File: config.mk
export PLATFORM = sky130hd
export DESIGN_NAME = qpr_round
export DESIGN_NICKNAME = d
export VERILOG_FILES = /design/src/hw/rtl/qpr_pkg.sv /design/src/hw/rtl/qpr_round.sv
export SDC_FILE = /design/constraint.sdc
export NUM_CORES = 1
export LEC_CHECK = 0
export BUFFER_PORTS_ARGS = -buffer_cell sky130_fd_sc_hd__buf_2
export CAP_MARGIN = 20
export CELL_PAD_IN_SITES_DETAIL_PLACEMENT = 0
export CELL_PAD_IN_SITES_GLOBAL_PLACEMENT = 1
export CORE_MARGIN = 1.5
export CORE_UTILIZATION = 31
export DETAILED_ROUTE_END_ITERATION = 16
export GPL_TIMING_DRIVEN = 0
export MAX_ROUTING_LAYER = met4
export PLACE_DENSITY_LB_ADDON = 0.1
export RECOVER_POWER = 100
export SLEW_MARGIN = 20
export SYNTH_ARGS = -nofsm -noshare
export SYNTH_HDL_FRONTEND = slang
export SYNTH_SLANG_ARGS = --single-unit
File: constraint.sdc
create_clock -name clk -period 3.4 [get_ports clk]
set_input_delay 0.68 -clock clk [delete_from_list [all_inputs] [get_ports clk]]
set_output_delay 0.68 -clock clk [all_outputs]
set_load 0.01 [all_outputs]
File: src/hw/rtl/qpr_pkg.sv
// qpr_pkg: shared types and constants for the quaternion product / rotate unit
// no dependencies

package qpr_pkg;

  // component width of every input and output quaternion field
  localparam int DATA_W = 16;

  // width of a first-level Hamilton sum: 16x16 product plus two growth bits
  localparam int H1_W = 2 * DATA_W + 2;

  // width of a negated conjugate component (holds +32768)
  localparam int AC_W = DATA_W + 1;

  // width of a second-level Hamilton sum
  localparam int H2_W = H1_W + AC_W + 2;

  typedef logic signed [DATA_W-1:0] comp_t;

  // operation select codes
  localparam logic FUNC_PRODUCT = 1'b0;
  localparam logic FUNC_ROTATE  = 1'b1;

  // output saturation limits
  localparam comp_t OUT_MAX = 16'sh7fff;
  localparam comp_t OUT_MIN = -16'sh8000;

endpackage

File: src/hw/rtl/qpr_round.sv
// qpr_round: round-to-nearest by the fixed-point scale, saturate to 16 bits
// depends on qpr_pkg

module qpr_round #(
  parameter int FRAC_BITS = 14,
  parameter int IN_W      = 53
) (
  input  logic                   clk,
  input  logic                   en,
  input  logic                   func,
  input  logic signed [IN_W-1:0] v [4],
  output qpr_pkg::comp_t         r [4],
  output logic                   sat
);

  localparam int ROUND_W = (IN_W + 1 > 3 * FRAC_BITS + 2) ? IN_W + 1 : 3 * FRAC_BITS + 2;
  localparam int SH2     = 2 * FRAC_BITS;
  localparam int SH3     = 3 * FRAC_BITS;
  localparam logic signed [ROUND_W-1:0] HALF2 = ROUND_W'(1) <<< (SH2 - 1);
  localparam logic signed [ROUND_W-1:0] HALF3 = ROUND_W'(1) <<< (SH3 - 1);

  logic signed [ROUND_W-1:0] lim_hi;
  logic signed [ROUND_W-1:0] lim_lo;
  qpr_pkg::comp_t            r_next [4];
  logic                      sat_next;

  assign lim_hi = ROUND_W'(qpr_pkg::OUT_MAX);
  assign lim_lo = ROUND_W'(qpr_pkg::OUT_MIN);

  // per-lane rounding and clipping
  always_comb begin
    logic signed [ROUND_W-1:0] ext;
    logic signed [ROUND_W-1:0] q2;
    logic signed [ROUND_W-1:0] q3;
    logic signed [ROUND_W-1:0] qs;
    sat_next = 1'b0;
    for (int i = 0; i < 4; i++) begin
      ext = ROUND_W'(v[i]);
      q2  = (ext + HALF2) >>> SH2;
      q3  = (ext + HALF3) >>> SH3;
      qs  = (func == qpr_pkg::FUNC_ROTATE) ? q3 : q2;
      if (qs > lim_hi) begin
        r_next[i] = qpr_pkg::OUT_MAX;
        sat_next  = 1'b1;
      end else if (qs < lim_lo) begin
        r_next[i] = qpr_pkg::OUT_MIN;
        sat_next  = 1'b1;
      end else begin
        r_next[i] = qs[qpr_pkg::DATA_W-1:0];
      end
    end
  end

  // output register
  always_ff @(posedge clk) begin
    if (en) begin
      r   <= r_next;
      sat <= sat_next;
    end
  end

endmodule

# After elaboration in Yosys (flattened, before gate mapping)
# Index checks and enable logic that the tools add are counted.
[classes]
magnitude_cmp = 8
reduce_logical = 1
n_mux = 9
n_addsub = 8
[op_table]
columns = ["operator", "n"]
rows = [
  ["adder 53 x 29 -> 54 bit (second input constant)", 4],
  ["adder 53 x 43 -> 54 bit (second input constant)", 4],
  ["> comparator 54 x 16 -> 1 bit (second input constant)", 4],
  ["< comparator 54 x 16 -> 1 bit (second input constant)", 4],
  ["2-to-1 mux 54 bit", 4],
  ["2-to-1 mux 16 bit", 4],
  ["OR reduction 7 bit", 1],
  ["2-to-1 mux 1 bit", 1],
]
[totals]
wordCells = 31
input_bits = 215
output_inout_bits = 65
register_bits = 65

# Logic depth before layout (Yosys ltp)
[depth]
ltp_word = 4
mapped_depth = 12
mapped_depth_nobuf = 9

# Worst setup path after synthesis
# No wires, ideal clock.
[synth_path]
path_type = "input -> register"
from = "input v[80] (netlist bit)"
to = "register sat (data pin)"
required_time_ns = 3.117
setup_time_ns = 0.283
arrival_time_ns = 3.112
n_path_buf = 0
setup_slack_ns = 0.005
path_stages = 9
cell_sequence = "ha_1 > nand3_1 > nor4_4 > a21boi_1 > or3_1 > or4_1 > o211a_1 > or4_1 > nand4bb_1"
[synth_via]
elab_chain_len = 4
word_cells_on_any_way = 6
cone_classes = "add/sub: 2; order compare: 2; mux: 1; reduce/logical: 1"
[synth_lines]
columns = ["element", "line", "source"]
rows = [
  ["from (decl)", "qpr_round.sv:11", "input logic signed [IN_W-1:0] v [4],"],
  ["adder 53 x 29 -> 54 bit or adder 53 x 43 -> 54 bit (tied branches)", "qpr_round.sv:39, qpr_round.sv:40", ""],
  ["2-to-1 mux 54 bit (*)", "qpr_round.sv:41", "qs = (func == qpr_pkg::FUNC_ROTATE) ? q3 : q2;"],
  ["> comparator 54 x 16 -> 1 bit or < comparator 54 x 16 -> 1 bit (tied branches)", "qpr_round.sv:42, qpr_round.sv:45", ""],
  ["OR reduction 7 bit (no line) (*)", "--", ""],
  ["to (signal assigned)", "qpr_round.sv:58", "sat <= sat_next;"],
  ["to (decl)", "qpr_round.sv:13", "output logic sat"],
]
# Mark *: on every way between the ends. The rest lies on a longest branch, timed or not.
# A chain may end at the register's enable or synchronous reset.

# Worst setup path in the final report
[layout_path]
from = "input v[133] (netlist bit)"
to = "register r[39] (netlist bit) (data pin)"
[layout_via]
elab_chain_len = 4
word_cells_on_any_way = 6
cone_classes = "add/sub: 2; order compare: 2; mux: 2"
[layout_lines]
columns = ["element", "line", "source"]
rows = [
  ["adder 53 x 29 -> 54 bit or adder 53 x 43 -> 54 bit (tied branches)", "qpr_round.sv:39, qpr_round.sv:40", ""],
  ["2-to-1 mux 54 bit (*)", "qpr_round.sv:41", ""],
  ["< comparator 54 x 16 -> 1 bit", "qpr_round.sv:45", "end else if (qs < lim_lo) begin"],
  ["2-to-1 mux 16 bit", "qpr_round.sv:45", ""],
  ["to (signal assigned)", "qpr_round.sv:57", "r <= r_next;"],
  ["to (decl)", "qpr_round.sv:12", "output qpr_pkg::comp_t r [4],"],
]
# Marked as above.

==> results <==
- The library cells used most frequently in the layout, excluding fill and tap cells, are 99 x sky130_fd_sc_hd__clkbuf_1, 83 x sky130_fd_sc_hd__buf_2, 72 x sky130_fd_sc_hd__nor2_1.
- The number of global-route vias before repair is 6,020.
- Of the cells placed in the final design, the portion with a size suffix greater than 1 is 0.189.
- Of the total power, the share spent switching nets is 0.307.
- After clock tree synthesis, the clock-pin slew on the worst setup and hold paths is 0.05 ns.
- The core area is 19,500 um^2.
- The required time reported for the critical path endpoint is 3.57 ns.
- The wire length of the first global-routing pass is 32,900 um.
- The filler cell count in the final layout is 2,063.
- No sink is reached through more buffers than the 2 on the longest clock path.
- The tool flagged a number of max-cap violations equal to 0.
- After synthesis the netlist holds a flip-flop and latch count of 65.
- The instance area at placement is 7290 um^2.
- Of the total power, the clock network draws 0.349.
- The share of total power dissipated in combinational logic is 0.257.
- The synthesis-to-layout area growth is 27.5%.
- The floorplan step set the die height to 144 um.
- For this run, the top clock speed supported by timing is 0.300 GHz.
- The via density per instance is 5.40.
- The setup slack after placement is -0.816 ns.
- The net count of the finished layout is 1,159.
- The number of buffers inserted for hold repair after clock tree synthesis is 0.
- The type of the worst setup path is primary input to flop.
- The sink count of the clock tree is 65.
- The number of nets in the synthesized netlist is 973.
- Once placement completed, the tool counted placed cells totaling 1,165.
- The flow ran to the end, and the final reports show no timing, DRC or antenna violations.
- In the post-route analysis, the smallest setup slack over all paths is 0.0611 ns.
- The average cell area after synthesis is 8.26 um^2.
- Leaving out fill and tap cells, the most frequent cell in the layout is sky130_fd_sc_hd__clkbuf_1.
- The data arrival time of the critical path is 3.51 ns.
- Setup repair after global routing could not meet its margin everywhere.
- The total inserted antenna cells is 0.
- The maximum net fanout on the critical path is 10.
- In the final layout, the multi-input gates occupy 4160 um^2.
- Clock tree synthesis selected as its root buffer the cell sky130_fd_sc_hd__clkbuf_16.
- The initial utilization of the core area, before any placement, comes to 0.317.
- Summing all non-filler instances in the final layout gives an area of 7860 um^2.
- The share of synthesized registers carrying an async set or reset is 0.
- Once layout is complete, the utilization of the core stands at 0.404.
- Entering global routing, the biggest net connects 43 pins.
- Across every metal layer, demand over resource in global routing totals 0.216.
- The transition time at the pin with the least slew margin is 1.22 ns.
- The worst-case IR drop observed on VDD is 205 uV.
- The number of failing setup endpoints in the final timing report is 0.
- The I/O pin count is 280.
- Before antenna repair, the detailed router went through 4 iterations.
- The internal power component is 0.00179 W.
- In this run, the number of DRC markers left after iteration 0 of detailed routing was 422.
- The floorplan step defined a die boundary enclosing 20,700 um^2.
- The sequential-to-total area share from yosys stat is 0.317.
- The wire-length estimate of the detail-placed layout is 17,000 um.
- The placer congestion estimate is 0.912.
- The number of DRC violations after detailed routing is 0.
- The worst-case headroom to the max-slew limit is 0.189.
- The post-synthesis instance area is 6160 um^2.
- In the synthesized netlist the dominant register cell turns out to be sky130_fd_sc_hd__edfxtp_1.
- The warning count from the yosys run is 0.
- The relative contribution of sequential cells to total power is 0.393.
- From left edge to right edge, the die measures 144 um.
- The number of enable flip-flop cells after synthesis is 65.
- In this run, CTS created clock tree buffers numbering 9.
- The routed design could run at a clock period as short as 3.34 ns.
- Of the available clock period, the critical path in the final layout requires 0.982.
- The gate count after technology mapping is 746.
- The type of the tightest min-delay check is primary input to flop.
- The antenna violation net count after detailed routing is 0.
- The distinct cell type count after synthesis is 63.
- TritonCTS built the clock tree.
- The total of buffers placed on input and output ports is 153.
- The sequential cells in the finished layout cover a total of 1950 um^2.
- The floorplan has 51 rows.
- For this design the ratio of total power to cell area is 328 nW/um^2.
- The initial antenna violation count is 0.
- The global route total overflow is 0.
- The final cell count without fillers is 1,201.
- The final-report hold violation count is 0.
- STA classifies the critical path endpoint as a flop.
- After detailed routing, the average wire length per cell comes to 18.5 um.
- The total wirelength of the detailed-routed design is 22,300 um.
- CTS built an H-tree with a depth of 3.
- In this run the power spent charging and discharging nets is 0.000792 W.
- For this design the static power due to leakage is 2.83 nW.
- The routed via count is 6,491.
- The element type at the critical path start is a primary input.
- The final count of pins violating max slew came to 0.
layout make-up:
type | count | area share
multi-input combinational | 621 | 0.529
tap | 265 | 0.0422
clock buffer | 11 | 0.0296
sequential | 65 | 0.248
timing repair buffer | 177 | 0.114
inverter | 11 | 0.00525
buffer | 47 | 0.0256
clock inverter | 4 | 0.00573
worst paths after layout:
path / from / to / slack, ns / depth (start not counted)
worst max-delay path: v[133] / r[39] / 0.06 / 13
worst min-delay path: v[105] / r[31] / 0.79 / 2
timing repair:
item | in CTS | in global routing
pin swaps | 3 | 18
setup buffers | 2 | 21
gates resized for setup | 17 | 44
endpoints found under the setup margin | 48 | 31
per-stage QoR:
stage                     TNS, ns  hold WS [ns]  power (W)
after floorplan                 0         0.792    0.00136
after global placement     -33.34          1.09    0.00167
after detailed placement   -33.18          1.09    0.00168
after CTS                       0         0.757    0.00259
after global routing       -0.523         0.801    0.00271
final                           0         0.790    0.00258
worst max-delay path: stages:
cell	delay (ns)
sky130_fd_sc_hd__buf_8	0.07
sky130_fd_sc_hd__nand4_1	0.22
sky130_fd_sc_hd__or4_4	0.58
sky130_fd_sc_hd__buf_6	0.15
sky130_fd_sc_hd__buf_4	0.13
sky130_fd_sc_hd__nor3_1	0.20
sky130_fd_sc_hd__o211a_1	0.17
sky130_fd_sc_hd__o2111ai_1	0.16
sky130_fd_sc_hd__a2111oi_2	0.46
sky130_fd_sc_hd__nor2b_1	0.10
sky130_fd_sc_hd__clkbuf_2	0.18
sky130_fd_sc_hd__clkbuf_2	0.23
sky130_fd_sc_hd__a21oi_1	0.19
metal layers:
metal | vias to the layer above | track usage | part of all wire
met4 | 0 | 0.0537 | 0.017
met1 | 3114 | 0.288 | 0.47
met2 | 205 | 0.347 | 0.47
met3 | 24 | 0.0272 | 0.047
li1 | 3148 | - | -
met5 | - | - | 0
power by group through the flow:
stage	clock network (W)	registers, W	logic (W)
detailed placement	0	0.00103	0.000649
floorplan	0	0.00106	0.000293
global route	0.000959	0.00102	0.000727
CTS	0.000918	0.00101	0.000662
finish	0.000900	0.00101	0.000663
global placement	0	0.00103	0.000643
registers in the layout (all words and copies together) (netlist names):
name and cells:
sat 1, r 64
Yosys cell counts, drive strengths merged, types with 3 or more instances:
cell / count / area share
o21a: 5 / 0.0061
or4: 7 / 0.0091
o2111ai: 4 / 0.0057
o21bai: 4 / 0.0049
mux2i: 8 / 0.013
ha: 12 / 0.024
clkbuf: 46 / 0.028
and2: 6 / 0.0061
a21o: 12 / 0.015
a31oi: 5 / 0.0051
o211a: 3 / 0.0049
nand2: 66 / 0.040
nand4: 41 / 0.048
a31o: 3 / 0.0043
nor2b: 3 / 0.0030
buf: 3 / 0.0024
nor4b: 3 / 0.0043
xnor2: 59 / 0.084
or3: 8 / 0.0081
and4: 13 / 0.018
o31ai: 8 / 0.011
nor3b: 4 / 0.0049
xor2: 48 / 0.068
a211o: 3 / 0.0043
nor3: 18 / 0.015
edfxtp: 65 / 0.32
nor2: 72 / 0.044
inv: 11 / 0.0067
a21oi: 52 / 0.042
o21ai: 47 / 0.038
nand3: 40 / 0.032
and3: 19 / 0.019
or2: 6 / 0.0061
a211oi: 3 / 0.0037
nor4: 12 / 0.015
cells by family (layout without fill, tap and decap cells):
kind of cell | after synthesis | after routing | share of synthesized area
simple gates | 327 | 327 | 0.285
compound gates | 166 | 166 | 0.170
xor+xnor | 107 | 107 | 0.152
flops | 65 | 65 | 0.317
buf+inv | 60 | 250 | 0.0371
fa+ha+maj | 12 | 12 | 0.0244
mux | 9 | 9 | 0.0148
No activity file was read; power rests on OpenSTA's default activity.
